[src/sv/rprs_pkg.sv]
`timescale 1ns / 1ps

package rprs_pkg;

  localparam int NUM_PAGES_DEF  = 256;
  localparam int NUM_STACKS_DEF = 4;
  localparam int COUNT_BITS_DEF = 16;

  localparam int PAGE_IN_W  = 8;
  localparam int STACK_IN_W = 2;
  localparam int COUNT_IN_W = 16;
  localparam int TOTAL_W    = 32;

  typedef enum logic [1:0] {
    MODE_MARK   = 2'd0,
    MODE_FREE   = 2'd1,
    MODE_POP    = 2'd2,
    MODE_CANCEL = 2'd3
  } mode_t;

  // Update request from the sequencer to the stack register file.
  typedef struct packed {
    logic head_we;
    logic push;
  } stk_upd_t;

endpackage

[src/sv/rprs_stack_file.sv]
`timescale 1ns / 1ps

module rprs_stack_file #(
  parameter int NUM_STACKS = rprs_pkg::NUM_STACKS_DEF,
  parameter int SW         = 2,
  parameter int LW         = 9
) (
  input  logic                       clk,
  input  logic                       rst_n,
  input  logic [SW-1:0]              rd_idx,
  output logic [LW-1:0]              rd_head,
  output logic [rprs_pkg::TOTAL_W-1:0] rd_count,
  input  rprs_pkg::stk_upd_t         upd,
  input  logic [SW-1:0]              wr_idx,
  input  logic [LW-1:0]              wr_head
);

  localparam logic [LW-1:0] HEAD_NULL = {1'b1, {(LW-1){1'b0}}};

  logic [LW-1:0]                 head_r [NUM_STACKS];
  logic [rprs_pkg::TOTAL_W-1:0]  pc_r   [NUM_STACKS];

  always_ff @(posedge clk) begin
    if (!rst_n) begin
      for (int i = 0; i < NUM_STACKS; i++) begin
        head_r[i] <= HEAD_NULL;
        pc_r[i]   <= '0;
      end
    end else begin
      if (upd.head_we) begin
        head_r[wr_idx] <= wr_head;
      end
      if (upd.push) begin
        pc_r[wr_idx] <= pc_r[wr_idx] + rprs_pkg::TOTAL_W'(1);
      end
    end
  end

  assign rd_head  = head_r[rd_idx];
  assign rd_count = pc_r[rd_idx];

endmodule

[config.mk]
export PLATFORM = sky130hd
export DESIGN_NAME = rprs_stack_file
export DESIGN_NICKNAME = d
export VERILOG_FILES = /design/src/sv/rprs_pkg.sv /design/src/sv/rprs_stack_file.sv
export SDC_FILE = /design/constraint.sdc
export NUM_CORES = 1
export LEC_CHECK = 0
export ABC_CLOCK_PERIOD_IN_PS = 4510
export BUFFER_PORTS_ARGS = -buffer_cell sky130_fd_sc_hd__buf_2
export CAP_MARGIN = 20
export CORE_UTILIZATION = 55
export DETAILED_ROUTE_END_ITERATION = 16
export MAX_ROUTING_LAYER = met4
export PLACE_DENSITY = 0.76
export SLEW_MARGIN = 0
export SYNTH_ARGS = -nofsm -noshare
export SYNTH_HDL_FRONTEND = slang
export SYNTH_SLANG_ARGS = --single-unit
[constraint.sdc]
create_clock -name clk -period 4.51 [get_ports clk]
set_input_delay 0.6765 -clock clk [delete_from_list [all_inputs] [get_ports clk]]
set_output_delay 0.6765 -clock clk [all_outputs]
set_load 0.01 [all_outputs]
==> flow_metrics.env, run 1 <==
export IMPL_setup_viol=0
export IMPL_avgViaCountPerCell=6.406
export IMPL_cts_tree="yes"
export IMPL_r2r_start="pc_r[2][0]"
export IMPL_rows=45
export IMPL_synth_distinct_cells=45
export IMPL_fp_dieW_um=128.1
export IMPL_clock_root_buffer="clkbuf_16"
export IMPL_slew_headroom_pct=40.25
export IMPL_yosys_most_used_dff="edfxtp_1"
export IMPL_nNetsFinal=692
export IMPL_syn_area_per_cell_um2=14.16
export IMPL_required_ns=4.68
export IMPL_wirelength_mm=20.60
export IMPL_core_mm2=0.01537
export IMPL_synth_cell_area_mm2=0.008751
export IMPL_grt_ovfl_total=0
export IMPL_drtAntennaViolNets=0
export IMPL_antenna_found_initial=0
export IMPL_synthTopCellsByCount="edfxtp_1, nor2_1, mux4_2"
export IMPL_timing_final_crit_share_pct=75.80
export IMPL_grt_max_degree=42
export IMPL_worst_hold_path_type="in -> reg"
export IMPL_comb_power_share_pct=12.4
export IMPL_cts_hold_fix_buffers=0
export IMPL_synth_top_area_share_pct=56.28
export IMPL_synth_nets=636
export IMPL_switching_power_mw=0.9165
export IMPL_sequentialPowerShare_pct=50.6
export IMPL_final_setup_tns_ns=0
export IMPL_rsz0062_at_grt="no"
export IMPL_synth_edff_count=164
export IMPL_cts_setup_buffers=0
export IMPL_cp_max_fo=23
export IMPL_cp_cell_sequence="buf_2, mux4_2, ha_1, nand4_1, buf_4, nor4_2, nand3_1, mux2i_1"
export IMPL_swShare_pct=25.61
export IMPL_io_pin_count=58
export IMPL_crit_family="simple AND/OR/NAND/NOR gates"
export IMPL_post_cts_resized=0
export IMPL_clk_path_buf_depth=2
export IMPL_clk_pin_slew_worst_paths_ns=0.07
export IMPL_leakage_nw=3.502
export IMPL_worstSetupStartpointType="input port"
export IMPL_die_h_um=128.1
export IMPL_drv_cap=0
export IMPL_crit_type="in -> reg"
export IMPL_cp_slowest_cell="buf_2"
export IMPL_io_buffers=57
export IMPL_fill_cells=1131
export IMPL_p_int_mw=2.662
export IMPL_power_density_mw_per_mm2=364.3
export IMPL_layout_min_cycle_time_ns=3.419
export IMPL_cp_arrival_ns=3.59
export IMPL_via_count=5753
export IMPL_groute_usage_overall_pct=27.83
export IMPL_initial_utilization_pct=56.93
export IMPL_fmax_mhz=292.5
export IMPL_clock_latency_ns=0.43
export IMPL_drtIter0Drc=650
export IMPL_dieArea_mm2=0.01642
export IMPL_dr_pass1_iters=5
export IMPL_status="finished clean"
export IMPL_drc=0
export IMPL_yosysSeqAreaShare_pct=56.28
export IMPL_yosysWarnings=0
export IMPL_cts_buffers=17
export IMPL_clkSinkCount=164
export IMPL_cp_slowest_stage_delay_ns=0.59
export IMPL_dpl_hpwl_mm=12.87
export IMPL_wl_per_cell_um=22.94
export IMPL_clockPowerShare_pct=37.0
export IMPL_timing_hold_ws_ns=0.5612
export IMPL_grt_pass1_wl_mm=32.31
export IMPL_drive_gt1_share_pct=28.53
export IMPL_crit_path_start="wr_idx[0]"
export IMPL_skew_ns=0.01133
export IMPL_area_growth_pct=12.27
export IMPL_synth_seq_cells=164
export IMPL_cp_buffers_inverters=2
export IMPL_n_antenna_cell=0
export IMPL_grt_pass1_vias=5890
export IMPL_worst_slew_pin_slew_ns=0.8895
export IMPL_post_synth_top_count_cell="edfxtp_1"
export IMPL_async_flop_share_pct=0
export IMPL_finalHoldViolCount=0
export IMPL_yosys_area_top_type="edfxtp_1"
export IMPL_slew_violations=0
export IMPL_peakVddDrop_v=0.0002758
export IMPL_yosys_top_cells_area="edfxtp_1, mux4_2, nor2_1, a21oi_1, and2_1"
export IMPL_synthCells=618
export IMPL_gp_congestion=0.8079
export IMPL_htreeDepth=4
export IMPL_hold_start="wr_head[6]"
export IMPL_crit_path_end_kind="flip-flop"
power by group through the flow:
stage / clock [mW] / combinational, mW / sequential [mW]
6_report: 1.32 / 0.444 / 1.81
5_1_grt: 1.39 / 0.478 / 1.82
4_1_cts: 1.33 / 0.443 / 1.81
3_5_place_dp: 0 / 0.439 / 1.84
3_3_place_gp: 0 / 0.432 / 1.83
2_1_floorplan: 0 / 0.302 / 1.83
through the flow:
stage                     power, mW  area, um^2  worst slack (ns)  utilization (%)  instances
after floorplan               2.130        8751             1.123                -        618
after global placement        2.265        9273            0.7464            60.33        865
after detailed placement      2.283        9273            0.6670            60.33        865
after CTS                     3.587        9804             1.102            63.79        897
after global routing          3.689        9824            0.8766            63.92        898
final                         3.579        9824             1.091            63.92        898
kinds of logic after synthesis:
group / Yosys count / synth area share (%)
adders and majority gates: 1 / 0.1430
DFF: 164 / 56.28
and+or+nand+nor: 234 / 14.31
buffers and inverters: 53 / 2.974
muxes: 91 / 21.15
xor gates and xnor gates: 12 / 1.201
AOI/OAI and AO/OA: 63 / 3.946
final cells by class:
type                    instances  area, um^2  share of cell area (%)
clock buffers                  17       425.4                   4.330
well taps                     211       264.0                   2.687
flip-flops and latches        164        4925                   50.13
repair buffers                 78       493.0                   5.018
multi-input cells             401        3566                   36.30
clock inverters                15       106.4                   1.083
inverters                      12       45.04                  0.4585
cells in the final DEF, fill, tap and decap left out, types with 2 or more instances in the layout:
cell / instances
mux4_2: 67
buf_12: 4
and2_1: 28
or2_2: 3
mux2_2: 3
clkinv_4: 3
xor2_1: 4
buf_2: 57
and4_1: 7
mux4_1: 6
inv_1: 12
nor2_1: 73
nand2b_1: 9
nand4b_1: 2
clkinv_1: 2
o21ai_0: 17
buf_4: 17
mux2i_1: 15
nand3_1: 10
nor3_2: 2
clkbuf_16: 17
or4_4: 5
nand4_1: 12
inv_6: 4
nor3_1: 4
a21oi_1: 40
a21boi_0: 2
edfxtp_1: 164
or3_1: 13
xnor2_1: 8
and3_1: 11
clkinv_2: 3
nand2_1: 41
clkinvlp_4: 3
nor4_1: 6
state kept, by name (all words and copies together), names as in the netlist:
register and count:
head_r 36, pc_r 128
path summary, 6_finish.rpt:
kind	end	slack, ns	cells past startpoint
worst max register to register	pc_r[2][28]	1.70	7
worst min-delay path	head_r[1][6]	0.56	2
worst min register to register	pc_r[2][0]	0.58	1
worst max-delay path	pc_r[2][28]	1.09	8
per-layer routing:
metal	share of wire, %	GRT usage (%)	wire (um)
met5	0	-	0
met4	1.8	11.00	376
met3	7.6	5.301	1556
met2	51	44.25	10440
met1	40	35.63	8236
No activity file was read; power rests on OpenSTA's default activity.
==> run 2: changes to the inputs <==
ABC_CLOCK_PERIOD_IN_PS = 2900   (was 4510)
PLACE_DENSITY = 0.79   (was 0.76)
clock period = 2.9 ns   (was 4.51 ns; I/O delays follow)
==> run 2 against run 1 <==
  * Register-to-register slack got worse by 1.3 ns
  * Global-route usage increased by 0.32 points
  * Sequential share of layout area decreased by 2.4 points
  * Non-clock buffer count is 42 higher
  * Die area stayed put
  * Total power increased by 68%
  * Final area is 5.0% higher
  * Critical path depth unchanged
  * Core utilization up 3.2 points
  * Via count increased by 4.7%
  * Critical path type unchanged
==> flow_metrics.env, run 2 (synthesized netlist as in run 1, its figures left out) <==
export IMPL_cp_slowest_cell="or4_4"
export IMPL_cp_arrival_ns=2.84
export IMPL_crit_family="simple AND/OR/NAND/NOR gates"
export IMPL_cts_tree="yes"
export IMPL_gp_congestion=0.9148
export IMPL_p_int_mw=4.559
export IMPL_crit_type="in -> reg"
export IMPL_wl_per_cell_um=22.12
export IMPL_swShare_pct=24.39
export IMPL_cp_buffers_inverters=3
export IMPL_multi_input_area_mm2=0.003598
export IMPL_clock_latency_ns=0.44
export IMPL_comb_power_share_pct=12.6
export IMPL_clk_path_buf_depth=2
export IMPL_via_count=6021
export IMPL_groute_usage_overall_pct=28.15
export IMPL_peakVddDrop_v=0.0004876
export IMPL_highest_signal_layer="met4"
export IMPL_cts_buffers=17
export IMPL_hold_depth=2
export IMPL_status="finished clean"
export IMPL_switching_power_mw=1.470
export IMPL_r2r_start="pc_r[2][0]"
export IMPL_dr_pass1_iters=5
export IMPL_grt_ovfl_total=0
export IMPL_clk_pin_slew_worst_paths_ns=0.07
export IMPL_final_setup_tns_ns=0
export IMPL_finalHoldViolCount=0
export IMPL_fill_cells=1060
export IMPL_layout_commonest_cell="edfxtp_1"
export IMPL_drive_gt1_share_pct=33.33
export IMPL_cts_hold_fix_buffers=0
export IMPL_drtAntennaViolNets=0
export IMPL_cts_setup_buffers=0
export IMPL_htreeDepth=4
export IMPL_timing_final_crit_share_pct=88.08
export IMPL_largest_register="pc_r"
export IMPL_avgViaCountPerCell=6.405
export IMPL_reg2regPathDepth=7
export IMPL_worst_slew_pin_slew_ns=0.6277
export IMPL_wirelength_mm=20.79
export IMPL_total_power_mw=6.029
export IMPL_dpl_hpwl_mm=13.54
export IMPL_post_cts_resized=0
export IMPL_io_pin_count=58
export IMPL_fmax_mhz=391.5
export IMPL_die_h_um=128.1
export IMPL_layout_min_cycle_time_ns=2.554
export IMPL_n_antenna_cell=0
export IMPL_largest_register_ffs=128
export IMPL_sequentialPowerShare_pct=46.7
export IMPL_clockPowerShare_pct=40.7
export IMPL_drv_cap=0
export IMPL_rrSetupSlack_ns=0.39
export IMPL_grt_pass1_wl_mm=32.73
export IMPL_required_ns=3.18
export IMPL_nNetsFinal=734
export IMPL_final_cell_mix="edfxtp_1, nor2_1, mux4_2"
export IMPL_cpMostUsedCell="or4_4"
export IMPL_core_mm2=0.01537
export IMPL_reg2reg_to="pc_r[2][20]"
export IMPL_worst_hold_path_type="in -> reg"
export IMPL_drc=0
export IMPL_initial_utilization_pct=56.93
export IMPL_wirelength_met1_mm=7.911
export IMPL_hold_start="wr_head[2]"
export IMPL_dr_wl_met2_mm=10.70
export IMPL_rows=45
export IMPL_fp_dieW_um=128.1
export IMPL_clock_root_buffer="clkbuf_16"
export IMPL_routed_wl_met3_mm=1.583
export IMPL_rsz0062_at_grt="no"
export IMPL_setup_viol=0
export IMPL_worstSetupStartpointType="input port"
export IMPL_cp_slowest_stage_delay_ns=0.57
export IMPL_dieArea_mm2=0.01642
export IMPL_slew_headroom_pct=58.15
export IMPL_holdPathEnd="head_r[1][2]"
export IMPL_cp_cell_sequence="buf_2, buf_4, buf_12, mux4_1, nand4_1, or4_4, or4_4, a21oi_1"
export IMPL_power_density_mw_per_mm2=584.5
export IMPL_grt_pass1_vias=6036
export IMPL_utilization_pct=67.11
export IMPL_io_buffers=57
export IMPL_clkSinkCount=164
export IMPL_grt_max_degree=42
export IMPL_drtIter0Drc=660
export IMPL_top_regs="pc_r: 128 flops, head_r: 36 flops"
export IMPL_skew_ns=0.01345
export IMPL_cp_max_fo=14
export IMPL_regArea_mm2=0.004925
export IMPL_antenna_found_initial=0
export IMPL_area_growth_pct=17.89
export IMPL_crit_path_end_kind="flip-flop"
export IMPL_slew_violations=0
export IMPL_leakage_nw=3.780
-- run 2: cell types whose count changed in the layout (fill, tap and decap cells not counted), moves of 2 or more --
cell / previous run / this run
clkinv_2: 3 / 0
nand2_2: 0 / 3
nand2_1: 41 / 38
clkinvlp_4: 3 / 1
buf_12: 4 / 7
inv_6: 4 / 6
buf_4: 17 / 56
bufinv_16: 0 / 4
-- run 2: routing by layer --
layer / vias up / track usage [%]
li1: 2620 / -
met3: 49 / 4.841
met2: 298 / 45.43
met5: - / -
met1: 3054 / 35.41
met4: 0 / 12.04
-- run 2: per-stage QoR --
step                      instances  hold WS [ns]  setup slack (ns)  area (um^2)
after detailed placement        908        0.5731          -0.09084         9678
after CTS                       940        0.2980            0.3477        10320
after floorplan                 618        0.5430          -0.01277         8785
final                           940        0.3106            0.3458        10320
after global placement          908        0.5565          -0.06507         9678
after global routing            940        0.3172            0.2290        10320
-- run 2: worst register-to-register path: stages, from the launching register on --
cell,delay (ns)
edfxtp_1,0.37
mux4_2,0.28
ha_1,0.24
nand4_1,0.22
or4_4,0.60
o21ai_0,0.29
buf_4,0.19
a21oi_1,0.06
-- run 2: power groups by stage --
stage,logic [mW],clock network [mW],registers [mW]
6_report,0.761,2.45,2.82
3_3_place_gp,0.744,0,2.85
5_1_grt,0.817,2.54,2.83
4_1_cts,0.762,2.47,2.82
2_1_floorplan,0.476,0,2.84
3_5_place_dp,0.756,0,2.87
-- run 2: worst max path at each step --
stage | startpoint | endpoint | slack [ns] | cells after the start
after floorplan | wr_idx[0] | pc_r[0][24] | -0.01 | 10
after global placement | wr_idx[0] | pc_r[0][20] | -0.07 | 8
after detailed placement | wr_idx[0] | pc_r[2][23] | -0.09 | 8
after CTS | wr_idx[0] | pc_r[2][23] | 0.35 | 8
after global routing | wr_idx[0] | pc_r[3][23] | 0.23 | 8
final | wr_idx[0] | pc_r[3][23] | 0.35 | 8
-- run 2: final cells by class --
class,count,area share (%)
Clock buffer,17,4.124
Clock inverter,15,2.062
Inverter,12,0.4366
Multi-Input combinational cell,401,34.88
Sequential cell,164,47.74
Tap cell,211,2.559
Timing Repair Buffer,120,8.199
==> run 3: changes to the inputs <==
REMOVE_ABC_BUFFERS = 1   (was unset)
==> run 3 against run 2 <==
  * Worst setup slack lost 0.060 ns
  * Routed wire length grew 0.87%
  * Combinational power shrank 2%
  * Maximum frequency shrank 2.3%
  * Via count shrank 1.0%
  * Hold slack lost 0.0016 ns
  * Critical path depth is the same
  * Critical path type unchanged
  * Highest routed layer unchanged
==> flow_metrics.env, run 3 (synthesized netlist as in run 1, its figures left out) <==
export IMPL_grt_max_degree=42
export IMPL_core_mm2=0.01537
export IMPL_area_growth_pct=16.27
export IMPL_drv_cap=0
export IMPL_n_antenna_cell=0
export IMPL_required_ns=3.06
export IMPL_worstSetupStartpointType="input port"
export IMPL_timing_final_crit_share_pct=90.15
export IMPL_clock_root_buffer="clkbuf_16"
export IMPL_sequentialPowerShare_pct=48.3
export IMPL_via_count=5959
export IMPL_fmax_mhz=382.5
export IMPL_fp_dieW_um=128.1
export IMPL_clkSinkCount=164
export IMPL_design_area_mm2=0.01017
export IMPL_largest_register="pc_r"
export IMPL_dp_cells=903
export IMPL_cts_buffers=17
export IMPL_avgViaCountPerCell=6.373
export IMPL_status="finished clean"
export IMPL_swShare_pct=24.00
export IMPL_setup_viol=0
export IMPL_crit_type="in -> reg"
export IMPL_drtAntennaViolNets=0
export IMPL_worst_slew_pin_slew_ns=0.6300
export IMPL_reg2regPathDepth=6
export IMPL_placed_area_mm2=0.009583
export IMPL_drc=0
export IMPL_cts_hold_fix_buffers=0
export IMPL_wirelength_mm=20.97
export IMPL_leakage_nw=3.716
export IMPL_top_regs="pc_r: 128 flops, head_r: 36 flops"
export IMPL_cp_arrival_ns=2.78
export IMPL_layout_commonest_cell="edfxtp_1"
export IMPL_grt_pass1_wl_mm=32.66
export IMPL_p_int_mw=4.431
export IMPL_hold_depth=2
export IMPL_io_pin_count=58
export IMPL_clock_latency_ns=0.43
export IMPL_wl_per_cell_um=22.43
export IMPL_clockPowerShare_pct=38.9
export IMPL_htreeDepth=4
export IMPL_clk_pin_slew_worst_paths_ns=0.06
export IMPL_slew_headroom_pct=58.00
export IMPL_skew_ns=0.008379
export IMPL_drtIter0Drc=557
export IMPL_rows=45
export IMPL_dpl_hpwl_mm=13.42
export IMPL_power_density_mw_per_mm2=573.0
export IMPL_cp_max_fo=9
export IMPL_grt_pass1_vias=6072
export IMPL_post_cts_resized=0
export IMPL_nNetsFinal=729
export IMPL_dieArea_mm2=0.01642
export IMPL_total_power_mw=5.830
export IMPL_cts_setup_buffers=0
export IMPL_dr_pass1_iters=5
export IMPL_clk_path_buf_depth=2
export IMPL_antenna_found_initial=0
export IMPL_groute_usage_overall_pct=28.04
export IMPL_fill_cells=1070
export IMPL_crit_path_end_kind="flip-flop"
export IMPL_largest_register_ffs=128
export IMPL_gp_congestion=0.8988
export IMPL_grt_ovfl_total=0
export IMPL_io_buffers=57
export IMPL_drive_gt1_share_pct=32.04
export IMPL_slew_violations=0
export IMPL_finalHoldViolCount=0
export IMPL_final_cell_mix="edfxtp_1, nor2_1, mux4_2"
export IMPL_cts_tree="yes"
export IMPL_switching_power_mw=1.399
export IMPL_comb_power_share_pct=12.7
export IMPL_peakVddDrop_v=0.0004662
export IMPL_layout_min_cycle_time_ns=2.614
export IMPL_worst_hold_path_type="in -> reg"
export IMPL_rsz0062_at_grt="no"
export IMPL_finalNonFillerCells=935
export IMPL_die_h_um=128.1
export IMPL_initial_utilization_pct=56.93
[run 3: cell types whose count changed in the layout (fill, tap and decap cells not counted), moves of 2 or more]
cell / change
inv_6: -6
nand2_2: -3
buf_12: -2
buf_4: -3
clkinv_4: +2
nand2_1: +3
clkinv_2: +3
[run 3: power by group through the flow]
stage	combinational (mW)	sequential, mW	clock (mW)
2_1_floorplan	0.414	2.84	0
3_3_place_gp	0.721	2.85	0
3_5_place_dp	0.735	2.87	0
4_1_cts	0.742	2.82	2.28
5_1_grt	0.793	2.83	2.38
6_report	0.743	2.82	2.27
[run 3: worst paths after layout]
kind | startpoint | end | slack, ns
max | wr_idx[0] | pc_r[3][26] | 0.29
min | wr_head[8] | head_r[2][8] | 0.31
max reg2reg | pc_r[2][0] | pc_r[3][26] | 0.31
min reg2reg | pc_r[2][0] | pc_r[2][0] | 0.59
[run 3: stage by stage]
stage / util (%) / hold WS [ns] / setup slack (ns) / setup TNS (ns)
CTS: 66.19 / 0.2931 / 0.3642 / 0
finish: 66.19 / 0.3090 / 0.2857 / 0
floorplan: - / 0.5430 / 0.1031 / 0
detailed placement: 62.34 / 0.5866 / -0.08809 / -0.5636
global route: 66.19 / 0.3017 / 0.1736 / 0
global placement: 62.34 / 0.5750 / 0.02512 / 0
[run 3: cell type report]
type | count | area (um^2) | share of cell area, %
clock buffers | 18 | 429.2 | 4.218
clock inverters | 14 | 162.7 | 1.599
inverters | 12 | 45.04 | 0.4427
multi-input cells | 401 | 3566 | 35.05
flip-flops and latches | 164 | 4925 | 48.40
well taps | 211 | 264.0 | 2.595
repair buffers | 115 | 783.3 | 7.698
[run 3: metal layers]
layer / global-route usage, % / vias up / wire (um)
li1: - / 2612 / -
met4: 9.343 / 0 / 507
met1: 34.93 / 3011 / 8283
met3: 6.886 / 55 / 1471
met2: 45.33 / 281 / 10710
met5: - / - / 0
[run 3: critical path, stage by stage]
cell,delay (ns)
buf_2,0.14
buf_12,0.16
mux4_2,0.35
ha_1,0.17
nand4_1,0.24
or4_4,0.61
o41ai_2,0.53
a21oi_1,0.12
